$ cat src/hdl/rqe_pkg.sv
package rqe_pkg;

  localparam int SYMBOL_W    = 8;
  localparam int ALPHA_W     = 9;
  localparam int GRAM_LEN_W  = 6;
  localparam int CODE_W      = 64;
  localparam int OUT_POS_W   = 32;
  localparam int CFG_INDEX_W = 8;
  localparam int QUEUE_DEPTH = 2;

  typedef enum logic [CFG_INDEX_W-1:0] {
    REG_RADIX       = 8'd0,
    REG_GRAM_LENGTH = 8'd1,
    REG_TOP_WEIGHT  = 8'd2
  } rqe_reg_e;

  localparam logic [ALPHA_W-1:0]    ALPHA_RESET      = 9'd4;
  localparam logic [GRAM_LEN_W-1:0] GRAM_LEN_RESET   = 6'd8;
  localparam logic [CODE_W-1:0]     TOP_WEIGHT_RESET = 64'd16384;

  typedef struct packed {
    logic [ALPHA_W-1:0]    radix;
    logic [GRAM_LEN_W-1:0] gram_length;
    logic [CODE_W-1:0]     top_weight;
  } rqe_cfg_t;

  // classified request handed from front to back
  typedef struct packed {
    logic [SYMBOL_W-1:0] symbol;
    logic [SYMBOL_W-1:0] oldest;
    logic                emit;
    logic                last;
  } rqe_item_t;

  typedef enum logic [1:0] {
    BK_IDLE,
    BK_WEIGH,
    BK_ROLL
  } rqe_back_state_e;

endpackage

$ cat src/hdl/rqe_if.sv
interface rqe_sym_if;
  logic                         valid;
  logic                         ready;
  logic [rqe_pkg::SYMBOL_W-1:0] symbol;
  logic                         last_of_sequence;

  modport source (output valid, symbol, last_of_sequence, input ready);
  modport sink (input valid, symbol, last_of_sequence, output ready);
endinterface

interface rqe_gram_if;
  logic                          valid;
  logic                          ready;
  logic [rqe_pkg::CODE_W-1:0]    gram_code;
  logic [rqe_pkg::OUT_POS_W-1:0] start_position;

  modport source (output valid, gram_code, start_position, input ready);
  modport sink (input valid, gram_code, start_position, output ready);
endinterface

interface rqe_cfg_if;
  logic                            valid;
  logic                            ready;
  logic [rqe_pkg::CFG_INDEX_W-1:0] index;
  logic [rqe_pkg::CODE_W-1:0]      data;

  modport source (output valid, index, data, input ready);
  modport sink (input valid, index, data, output ready);
endinterface

$ cat src/hdl/rqe_front.sv
module rqe_front #(
  parameter int MAX_Q         = 32,
  parameter int POSITION_BITS = 32
) (
  input  logic                               clk,
  input  logic                               rst,
  input  logic                               sym_valid,
  input  logic [rqe_pkg::SYMBOL_W-1:0]       symbol,
  input  logic                               last_of_sequence,
  output logic                               sym_ready,
  input  logic [rqe_pkg::GRAM_LEN_W-1:0]     gram_length,
  input  logic                               queue_ready,
  output logic                               push,
  output rqe_pkg::rqe_item_t                 push_item,
  output logic [POSITION_BITS-1:0]           push_pos
);

  localparam int QW = $clog2(MAX_Q + 1);
  localparam int IW = (MAX_Q > 1) ? $clog2(MAX_Q) : 1;

  logic [rqe_pkg::SYMBOL_W-1:0] window [MAX_Q];
  logic [QW-1:0]                seen;
  logic [POSITION_BITS-1:0]     next_position;

  logic [6:0]                   gl_wide;
  logic [QW-1:0]                q_eff;
  logic [QW-1:0]                q_m1;
  logic                         full;
  logic                         emit;
  logic [QW-1:0]                seen_inc;

  always_comb begin
    gl_wide = {1'b0, gram_length};
    if (gl_wide == 7'd0) begin
      q_eff = QW'(1);
    end else if (gl_wide > 7'(MAX_Q)) begin
      q_eff = QW'(MAX_Q);
    end else begin
      q_eff = gl_wide[QW-1:0];
    end
    q_m1     = q_eff - QW'(1);
    full     = (seen >= q_eff);
    seen_inc = seen + QW'(1);
    emit     = full || (seen_inc == q_eff);
  end

  assign sym_ready = queue_ready;
  assign push      = sym_valid && queue_ready;

  always_comb begin
    push_item.symbol = symbol;
    push_item.oldest = full ? window[q_m1[IW-1:0]] : '0;
    push_item.emit   = emit;
    push_item.last   = last_of_sequence;
    push_pos         = next_position;
  end

  always_ff @(posedge clk) begin
    if (rst) begin
      seen          <= '0;
      next_position <= '0;
      for (int k = 0; k < MAX_Q; k++) begin
        window[k] <= '0;
      end
    end else if (push) begin
      if (last_of_sequence) begin
        seen          <= '0;
        next_position <= '0;
        for (int k = 0; k < MAX_Q; k++) begin
          window[k] <= '0;
        end
      end else begin
        seen <= full ? q_eff : seen_inc;
        if (emit) begin
          next_position <= next_position + POSITION_BITS'(1);
        end
        window[0] <= symbol;
        for (int k = 1; k < MAX_Q; k++) begin
          window[k] <= window[k-1];
        end
      end
    end
  end

endmodule

$ cat src/hdl/rqe_queue.sv
module rqe_queue #(
  parameter int WIDTH = 18,
  parameter int DEPTH = 2
) (
  input  logic             clk,
  input  logic             rst,
  input  logic             push,
  input  logic [WIDTH-1:0] push_data,
  output logic             not_full,
  input  logic             pop,
  output logic [WIDTH-1:0] pop_data,
  output logic             not_empty
);

  localparam int PW = (DEPTH > 1) ? $clog2(DEPTH) : 1;
  localparam int CW = $clog2(DEPTH + 1);

  logic [WIDTH-1:0] slots [DEPTH];
  logic [PW-1:0]    wr_ptr;
  logic [PW-1:0]    rd_ptr;
  logic [CW-1:0]    count;

  assign not_full  = (count != CW'(DEPTH));
  assign not_empty = (count != '0);
  assign pop_data  = slots[rd_ptr];

  always_ff @(posedge clk) begin
    if (push) begin
      slots[wr_ptr] <= push_data;
    end
  end

  always_ff @(posedge clk) begin
    if (rst) begin
      wr_ptr <= '0;
      rd_ptr <= '0;
      count  <= '0;
    end else begin
      if (push) begin
        wr_ptr <= (wr_ptr == PW'(DEPTH - 1)) ? '0 : wr_ptr + PW'(1);
      end
      if (pop) begin
        rd_ptr <= (rd_ptr == PW'(DEPTH - 1)) ? '0 : rd_ptr + PW'(1);
      end
      if (push && !pop) begin
        count <= count + CW'(1);
      end else if (pop && !push) begin
        count <= count - CW'(1);
      end
    end
  end

endmodule

$ cat src/hdl/rqe_back.sv
module rqe_back #(
  parameter int POSITION_BITS = 32
) (
  input  logic                             clk,
  input  logic                             rst,
  input  logic                             item_valid,
  input  rqe_pkg::rqe_item_t               queue_item,
  input  logic [POSITION_BITS-1:0]         queue_pos,
  output logic                             pop,
  input  rqe_pkg::rqe_cfg_t                cfg,
  output logic                             gram_valid,
  input  logic                             gram_ready,
  output logic [rqe_pkg::CODE_W-1:0]       gram_code,
  output logic [rqe_pkg::OUT_POS_W-1:0]    gram_pos
);

  localparam int WIDE_POS_W = (POSITION_BITS > rqe_pkg::OUT_POS_W) ?
                              POSITION_BITS : rqe_pkg::OUT_POS_W;

  rqe_pkg::rqe_back_state_e state;
  rqe_pkg::rqe_back_state_e state_next;

  rqe_pkg::rqe_item_t             item;
  logic [POSITION_BITS-1:0]       pos;
  logic [rqe_pkg::CODE_W-1:0]     code;
  logic [rqe_pkg::CODE_W-1:0]     prod;

  logic                           commit;
  logic [rqe_pkg::CODE_W-1:0]     roll_code;
  logic [WIDE_POS_W-1:0]          pos_wide;

  always_comb begin
    state_next = state;
    case (state)
      rqe_pkg::BK_IDLE: begin
        if (item_valid) begin
          state_next = rqe_pkg::BK_WEIGH;
        end
      end
      rqe_pkg::BK_WEIGH: begin
        state_next = rqe_pkg::BK_ROLL;
      end
      rqe_pkg::BK_ROLL: begin
        if (commit) begin
          state_next = rqe_pkg::BK_IDLE;
        end
      end
      default: begin
        state_next = rqe_pkg::BK_IDLE;
      end
    endcase
  end

  always_comb begin
    pop    = 1'b0;
    commit = 1'b0;
    case (state)
      rqe_pkg::BK_IDLE: begin
        pop = item_valid;
      end
      rqe_pkg::BK_ROLL: begin
        commit = !item.emit || !gram_valid || gram_ready;
      end
      default: begin
        pop    = 1'b0;
        commit = 1'b0;
      end
    endcase
  end

  // drop oldest weight, shift up one digit, add new symbol
  assign roll_code = (code - prod) * rqe_pkg::CODE_W'(cfg.radix)
                     + rqe_pkg::CODE_W'(item.symbol);
  assign pos_wide  = WIDE_POS_W'(pos);

  always_ff @(posedge clk) begin
    if (rst) begin
      state      <= rqe_pkg::BK_IDLE;
      code       <= '0;
      gram_valid <= 1'b0;
    end else begin
      state <= state_next;
      if (commit && item.emit) begin
        gram_valid <= 1'b1;
      end else if (gram_ready) begin
        gram_valid <= 1'b0;
      end
      if (commit) begin
        code <= item.last ? '0 : roll_code;
      end
    end
  end

  always_ff @(posedge clk) begin
    if (pop) begin
      item <= queue_item;
      pos  <= queue_pos;
    end
    if (state == rqe_pkg::BK_WEIGH) begin
      prod <= cfg.top_weight * rqe_pkg::CODE_W'(item.oldest);
    end
    if (commit && item.emit) begin
      gram_code <= roll_code;
      gram_pos  <= pos_wide[rqe_pkg::OUT_POS_W-1:0];
    end
  end

endmodule

$ cat src/hdl/rolling_qgram_encoder.sv
// an accepted request waits in a 2-entry queue, which lets the front take up to
// two requests ahead of the back end; the back end pops one only when idle,
// weighs its oldest symbol, then rolls its 64-bit code register and registers
// the result, holding in roll while the output is stalled
// reset: synchronous, active high; clears window, code, counters, queue and
// output valid, and loads the register defaults
module rolling_qgram_encoder #(
  parameter int MAX_Q         = 32,
  parameter int POSITION_BITS = 32
) (
  input  logic      clk,
  input  logic      rst,
  rqe_sym_if.sink   symbols,
  rqe_gram_if.source grams,
  rqe_cfg_if.sink   cfg
);

  localparam int ITEM_W  = $bits(rqe_pkg::rqe_item_t);
  localparam int ENTRY_W = ITEM_W + POSITION_BITS;

  rqe_pkg::rqe_cfg_t  regs;

  logic                      queue_ready;
  logic                      push;
  rqe_pkg::rqe_item_t        push_item;
  logic [POSITION_BITS-1:0]  push_pos;
  logic                      pop;
  logic                      queue_valid;
  logic [ENTRY_W-1:0]        pop_data;
  rqe_pkg::rqe_item_t        pop_item;
  logic [POSITION_BITS-1:0]  pop_pos;

  assign cfg.ready = 1'b1;

  always_ff @(posedge clk) begin
    if (rst) begin
      regs.radix       <= rqe_pkg::ALPHA_RESET;
      regs.gram_length <= rqe_pkg::GRAM_LEN_RESET;
      regs.top_weight  <= rqe_pkg::TOP_WEIGHT_RESET;
    end else if (cfg.valid) begin
      case (cfg.index)
        rqe_pkg::REG_RADIX: begin
          regs.radix <= cfg.data[rqe_pkg::ALPHA_W-1:0];
        end
        rqe_pkg::REG_GRAM_LENGTH: begin
          regs.gram_length <= cfg.data[rqe_pkg::GRAM_LEN_W-1:0];
        end
        rqe_pkg::REG_TOP_WEIGHT: begin
          regs.top_weight <= cfg.data;
        end
        default: begin
          regs <= regs;
        end
      endcase
    end
  end

  rqe_front #(
    .MAX_Q         (MAX_Q),
    .POSITION_BITS (POSITION_BITS)
  ) u_front (
    .clk              (clk),
    .rst              (rst),
    .sym_valid        (symbols.valid),
    .symbol           (symbols.symbol),
    .last_of_sequence (symbols.last_of_sequence),
    .sym_ready        (symbols.ready),
    .gram_length      (regs.gram_length),
    .queue_ready      (queue_ready),
    .push             (push),
    .push_item        (push_item),
    .push_pos         (push_pos)
  );

  rqe_queue #(
    .WIDTH (ENTRY_W),
    .DEPTH (rqe_pkg::QUEUE_DEPTH)
  ) u_queue (
    .clk       (clk),
    .rst       (rst),
    .push      (push),
    .push_data ({push_pos, push_item}),
    .not_full  (queue_ready),
    .pop       (pop),
    .pop_data  (pop_data),
    .not_empty (queue_valid)
  );

  assign pop_item = pop_data[ITEM_W-1:0];
  assign pop_pos  = pop_data[ENTRY_W-1:ITEM_W];

  rqe_back #(
    .POSITION_BITS (POSITION_BITS)
  ) u_back (
    .clk        (clk),
    .rst        (rst),
    .item_valid (queue_valid),
    .queue_item (pop_item),
    .queue_pos  (pop_pos),
    .pop        (pop),
    .cfg        (regs),
    .gram_valid (grams.valid),
    .gram_ready (grams.ready),
    .gram_code  (grams.gram_code),
    .gram_pos   (grams.start_position)
  );

endmodule

$ cat src/flat_wrapper.sv
// flat-port wrapper written by rule: the top's interface ports become plain ports
module rolling_qgram_encoder_flat 
#(
  parameter int MAX_Q         = 32,
  parameter int POSITION_BITS = 32
)
  (clk, rst, symbols_valid, symbols_symbol, symbols_last_of_sequence, symbols_ready, grams_valid, grams_gram_code, grams_start_position, grams_ready, cfg_valid, cfg_index, cfg_data, cfg_ready);
  rqe_sym_if symbols_i ();
  rqe_gram_if grams_i ();
  rqe_cfg_if cfg_i ();
  input  logic clk;
  input  logic rst;
  input wire logic [$bits(symbols_i.valid)-1:0] symbols_valid;
  input wire logic [$bits(symbols_i.symbol)-1:0] symbols_symbol;
  input wire logic [$bits(symbols_i.last_of_sequence)-1:0] symbols_last_of_sequence;
  output wire logic [$bits(symbols_i.ready)-1:0] symbols_ready;
  output wire logic [$bits(grams_i.valid)-1:0] grams_valid;
  output wire logic [$bits(grams_i.gram_code)-1:0] grams_gram_code;
  output wire logic [$bits(grams_i.start_position)-1:0] grams_start_position;
  input wire logic [$bits(grams_i.ready)-1:0] grams_ready;
  input wire logic [$bits(cfg_i.valid)-1:0] cfg_valid;
  input wire logic [$bits(cfg_i.index)-1:0] cfg_index;
  input wire logic [$bits(cfg_i.data)-1:0] cfg_data;
  output wire logic [$bits(cfg_i.ready)-1:0] cfg_ready;
  assign symbols_i.valid = symbols_valid;
  assign symbols_i.symbol = symbols_symbol;
  assign symbols_i.last_of_sequence = symbols_last_of_sequence;
  assign symbols_ready = symbols_i.ready;
  assign grams_valid = grams_i.valid;
  assign grams_gram_code = grams_i.gram_code;
  assign grams_start_position = grams_i.start_position;
  assign grams_i.ready = grams_ready;
  assign cfg_i.valid = cfg_valid;
  assign cfg_i.index = cfg_index;
  assign cfg_i.data = cfg_data;
  assign cfg_ready = cfg_i.ready;
  rolling_qgram_encoder #(.MAX_Q(MAX_Q), .POSITION_BITS(POSITION_BITS)) u_core (.clk(clk), .rst(rst), .symbols(symbols_i), .grams(grams_i), .cfg(cfg_i));
endmodule
$ cat config.mk
export PLATFORM = sky130hd
export DESIGN_NAME = rolling_qgram_encoder_flat
export DESIGN_NICKNAME = d
export VERILOG_FILES = /design/src/hdl/rqe_pkg.sv /design/src/hdl/rqe_if.sv /design/src/hdl/rqe_front.sv /design/src/hdl/rqe_queue.sv /design/src/hdl/rqe_back.sv /design/src/hdl/rolling_qgram_encoder.sv /design/src/flat_wrapper.sv
export SDC_FILE = /design/constraint.sdc
export NUM_CORES = 2
export LEC_CHECK = 0
export BUFFER_PORTS_ARGS = -buffer_cell sky130_fd_sc_hd__buf_2
export CORE_MARGIN = 5
export CORE_UTILIZATION = 65
export CTS_CLUSTER_DIAMETER = 50
export CTS_CLUSTER_SIZE = 8
export DETAILED_ROUTE_END_ITERATION = 8
export PLACE_DENSITY = 0.83
export SYNTH_ARGS = -nofsm -noshare
export SYNTH_HDL_FRONTEND = slang
export SYNTH_SLANG_ARGS = --single-unit
$ cat constraint.sdc
create_clock -name clk -period 10.51 [get_ports clk]
set_input_delay 2.102 -clock clk [delete_from_list [all_inputs] [get_ports clk]]
set_output_delay 2.102 -clock clk [all_outputs]
set_load 0.005 [all_outputs]
==> implementation parameters <==
Parameter                              Value

Outcome
  Run status    finished, final reports clean

Clock network
  Htree depth    3
  Count of hold-fix buffers inserted at cts    0
  Clk root buf    sky130_fd_sc_hd__clkbuf_16
  TritonCTS clock tree    done
  Clock tree buffer depth    3
  Clock net sink count    ~750
  Post-CTS setup-driven buffer insertion count    0
  Cts bufs inserted    116
  Post-cts gate resize count    0
  Register clock-pin slew on the reported worst setup and hold paths    about 50 ps
  Clock insertion delay at the later pin of the skew report    730 ps

GRT
  Global-route congestion overflow total    0
  Overall routing resource usage    0.306
  Maximum number of pins on one net before global-route repair    158
  Number of antenna violations at the first check in global routing    6
  First-pass GRT wire length    between 200000 and 300000 µm
  Vias in the first global route    roughly 47000

Yosys
  Count of flip-flops with a built-in enable after synthesis    558
  Post-synthesis register bit count    roughly 750
  Post-synthesis instance area    0.0632 mm²
  Flip-flop cell with the highest count after synthesis    sky130_fd_sc_hd__edfxtp_1
  Post-synth ARST share    0
  Synthesized net count    7150
  Mean instance size in the synthesized netlist    10.5 µm²
  Count of distinct cell types in the synthesized netlist    92
  Gate count of the mapped netlist    between 6000 and 7000
  Sequential element share of the synthesized area    0.327
  Yosys Warn Count    0

Floorplan
  Die X    roughly 320 µm
  Die Ht    between 300 and 400 µm
  Overall die area    0.103 mm²
  Initial standard-cell utilization of the core    0.654
  Floorplan row count    114
  Core box area    slightly below 0.1 mm²
  Top-Level Pins    roughly 190

Timing
  Worst setup skew after layout    around 70 ps
  RSZ-0062 raised after global routing    no
  Fmax    about 100 MHz
  Shortest clock period the worst path allows after layout    about 10000 ps
  Share of the clock period used by the worst path after layout    0.950
  Number of max-slew violations in the final report    0
  Total count of hold-check failures in the final report    0
  # setup viols final    0
  Worst Max-Slew Pin Slew    1320 ps
  Slew HR    0.117
  Setup TNS    0 ps

Place
  Dpl hpwl    113000 µm
  RePlAce Congestion    roughly 1
  Count of input and output buffers    183
  Cell area after placement    0.0649 mm²

Drt
  Via density per instance    6.05
  Overall via count from detail_route    about 45000
  DRC violation count after routing    0
  Per-cell routed wire length    approximately 21 µm
  Antenna-violating nets left    0
  First-iteration detailed-routing DRC count    slightly below 4000
  Routed WL    approximately 160000 µm
  Detailed Routing Iterations Pass 1    6

Power
  Net switching component of the power    between 3 and 4 mW
  P per Cell Area    roughly 160 mW/mm²
  Proportion of power drawn by the clock network    0.335
  Combinational power share    0.293
  Switching share of power    0.352
  Power share of the sequential group    0.372
  Pint    around 7 mW
  Maximum vdd ir drop    around 160 µV
  Leakage power of the design    ~28 nW

Finish
  Layout Cell Area excl Fill    between 0.06 and 0.07 mm²
  Post-layout util    0.710
  Register area    0.0207 mm²
  Fraction of layout instances using a drive strength above 1    0.0939
  Area of the multi-input gates    0.0390 mm²
  FILL cells    about 6700
  Signed area change from the synthesized netlist to the final layout    8.60%
  NumNets Final    7156

Run
  MaxCap Viol Count    0

Setup path
  Data arrival time of the critical path    roughly 11000 ps
  Element type at the critical path end    flip-flop
  Cell seen most often among critical-path stages    sky130_fd_sc_hd__fa_1
  Setup CP Type    flip-flop to flip-flop
  Critical-path cell with the highest stage delay    sky130_fd_sc_hd__fa_1
  Data required time at the worst endpoint    roughly 11000 ps
  Setup crit start kind    flip-flop
  Slowest cell delay on critical path    570 ps
  Crit Path Max Fanout    9

Worst hold path
  Worst Hold Class    flip-flop to flip-flop
routing by layer:
metal  GRT usage  vias up  share of wire
met5           0        -              0
met3      0.0574      418          0.092
met4       0.120        0          0.044
met2       0.487     2120           0.47
met1       0.423    22400           0.40
li1            -    19900              -
power by group through the flow:
stage / logic [mW] / clock network [mW] / registers, mW
after detailed placement: 3.04 / 0 / 4.00
after global placement: 2.96 / 0 / 3.98
after global routing: 3.40 / 3.76 / 3.99
final: 3.12 / 3.57 / 3.96
after CTS: 3.07 / 3.62 / 3.96
after floorplan: 2.04 / 0 / 3.95
flip-flops by register name (all words and copies together) (netlist names), 2 cells and up:
signal                   cells
u_core.u_back.prod          64
u_core.u_front.seen          6
u_core.u_front.window      256
u_core.u_back.code          64
u_core.u_back.state          2
u_core.u_back.pos           32
u_core.u_back.gram_code     64
u_core.u_front.push_pos     32
u_core.u_queue.slots       100
u_core.regs                 79
u_core.u_back.item          18
u_core.u_back.gram_pos      32
u_core.u_queue.count         2
metrics by stage:
step           setup WS [ps]  hold WS [ps]  std cells  total power [mW]
6_report                 526           415       7416              10.6
5_1_grt                 10.0           418       7415              11.2
4_1_cts                  168           416       7411              10.6
3_5_place_dp             252           405       7193              7.04
3_3_place_gp             380           402       7193              6.94
2_1_floorplan           1820           400       6029              5.99
layout make-up:
type                            count  area share
Clock inverter                     27     0.00587
Clock buffer                      191      0.0472
Multi-Input combinational cell   4313       0.569
Timing Repair Buffer              240      0.0197
Antenna cell                        5    0.000182
Tap cell                         1276      0.0233
Inverter                          610      0.0335
Sequential cell                   754       0.302
worst paths after layout:
| path | startpoint | endpoint | slack, ps | depth (start not counted) |
|---|---|---|---|---|
| worst max register to register | u_core.u_back.prod[1] | u_core.u_back.code[63] | 530 | 36 |
| worst min-delay path | u_core.u_back.pos[27] | u_core.u_back.gram_pos[27] | 410 | 0 |
| worst min register to register | u_core.u_back.pos[27] | u_core.u_back.gram_pos[27] | 410 | 0 |
| worst max-delay path | u_core.u_back.prod[1] | u_core.u_back.code[63] | 530 | 36 |
worst max-delay path: cells and delay by family, from the launching register on:
| family | cells | cell delay, ps |
|---|---|---|
| DFF | 1 | 410 |
| buffers and inverters | 2 | 260 |
| and+or+nand+nor | 7 | 1150 |
| xor gates and xnor gates | 2 | 610 |
| adders and majority gates | 7 | 2840 |
| AOI/OAI and AO/OA | 18 | 4540 |
layout by cell type, fill, tap and decap left out, types with 57 or more instances in the layout:
master,count
sky130_fd_sc_hd__a21oi_1,302
sky130_fd_sc_hd__clkbuf_1,70
sky130_fd_sc_hd__a21o_1,98
sky130_fd_sc_hd__fa_1,756
sky130_fd_sc_hd__mux4_2,80
sky130_fd_sc_hd__ha_1,278
sky130_fd_sc_hd__inv_1,603
sky130_fd_sc_hd__xnor2_1,142
sky130_fd_sc_hd__xor2_1,87
sky130_fd_sc_hd__nor2_1,235
sky130_fd_sc_hd__o21ai_0,125
sky130_fd_sc_hd__buf_4,57
sky130_fd_sc_hd__nand2_1,800
sky130_fd_sc_hd__buf_2,182
sky130_fd_sc_hd__nand4_1,59
sky130_fd_sc_hd__dfxtp_1,192
sky130_fd_sc_hd__clkbuf_16,116
sky130_fd_sc_hd__and2_1,746
sky130_fd_sc_hd__edfxtp_1,558
cell usage after synthesis (7+ instances only):
cell type | number | area [µm²]
sky130_fd_sc_hd__edfxtp_1 | 558 | 16800
sky130_fd_sc_hd__clkbuf_1 | 299 | 1120
sky130_fd_sc_hd__a31oi_1 | 24 | 150
sky130_fd_sc_hd__nor3_1 | 28 | 140
sky130_fd_sc_hd__inv_1 | 606 | 2270
sky130_fd_sc_hd__buf_1 | 38 | 143
sky130_fd_sc_hd__and2_1 | 746 | 4670
sky130_fd_sc_hd__a21boi_0 | 10 | 75.1
sky130_fd_sc_hd__a21oi_1 | 302 | 1510
sky130_fd_sc_hd__nand2b_1 | 32 | 200
sky130_fd_sc_hd__mux2i_1 | 23 | 230
sky130_fd_sc_hd__nor2_1 | 240 | 901
sky130_fd_sc_hd__nand4_1 | 59 | 369
sky130_fd_sc_hd__o21ai_0 | 127 | 636
sky130_fd_sc_hd__mux4_2 | 80 | 1800
sky130_fd_sc_hd__o21bai_1 | 43 | 323
sky130_fd_sc_hd__xor2_1 | 88 | 771
sky130_fd_sc_hd__or3_1 | 12 | 75.1
sky130_fd_sc_hd__a22oi_1 | 56 | 420
sky130_fd_sc_hd__dfxtp_1 | 196 | 3920
sky130_fd_sc_hd__a41oi_1 | 8 | 70.1
sky130_fd_sc_hd__or2_2 | 8 | 50.1
sky130_fd_sc_hd__buf_2 | 14 | 70.1
sky130_fd_sc_hd__nand2_1 | 800 | 3000
sky130_fd_sc_hd__a221oi_1 | 8 | 70.1
sky130_fd_sc_hd__o21ai_1 | 17 | 85.1
sky130_fd_sc_hd__mux2_2 | 50 | 563
sky130_fd_sc_hd__o21a_1 | 22 | 165
sky130_fd_sc_hd__nor3b_1 | 7 | 52.6
sky130_fd_sc_hd__fa_1 | 756 | 15100
sky130_fd_sc_hd__a21o_1 | 98 | 736
sky130_fd_sc_hd__xnor2_1 | 148 | 1300
sky130_fd_sc_hd__and3_1 | 30 | 188
sky130_fd_sc_hd__a211oi_1 | 10 | 75.1
sky130_fd_sc_hd__o211ai_1 | 11 | 82.6
sky130_fd_sc_hd__nor4_1 | 9 | 56.3
sky130_fd_sc_hd__ha_1 | 279 | 3490
sky130_fd_sc_hd__nand3_1 | 44 | 220
sky130_fd_sc_hd__nor2b_1 | 39 | 244
sky130_fd_sc_hd__o31ai_1 | 12 | 90.1
cell families (layout without fill, tap and decap cells):
logic type / count (synthesis) / after routing / share of synthesized area
fa+ha+maj: 1035 / 1035 / 0.295
simple gates: 2076 / 2076 / 0.164
other cells: 1 / 6 / 0.0000594
xor+xnor: 240 / 240 / 0.0341
buf+inv: 962 / 1068 / 0.0575
mux: 153 / 153 / 0.0411
flops: 754 / 754 / 0.327
compound gates: 808 / 808 / 0.0808
Note: power is estimated with default switching activity, not from simulation.
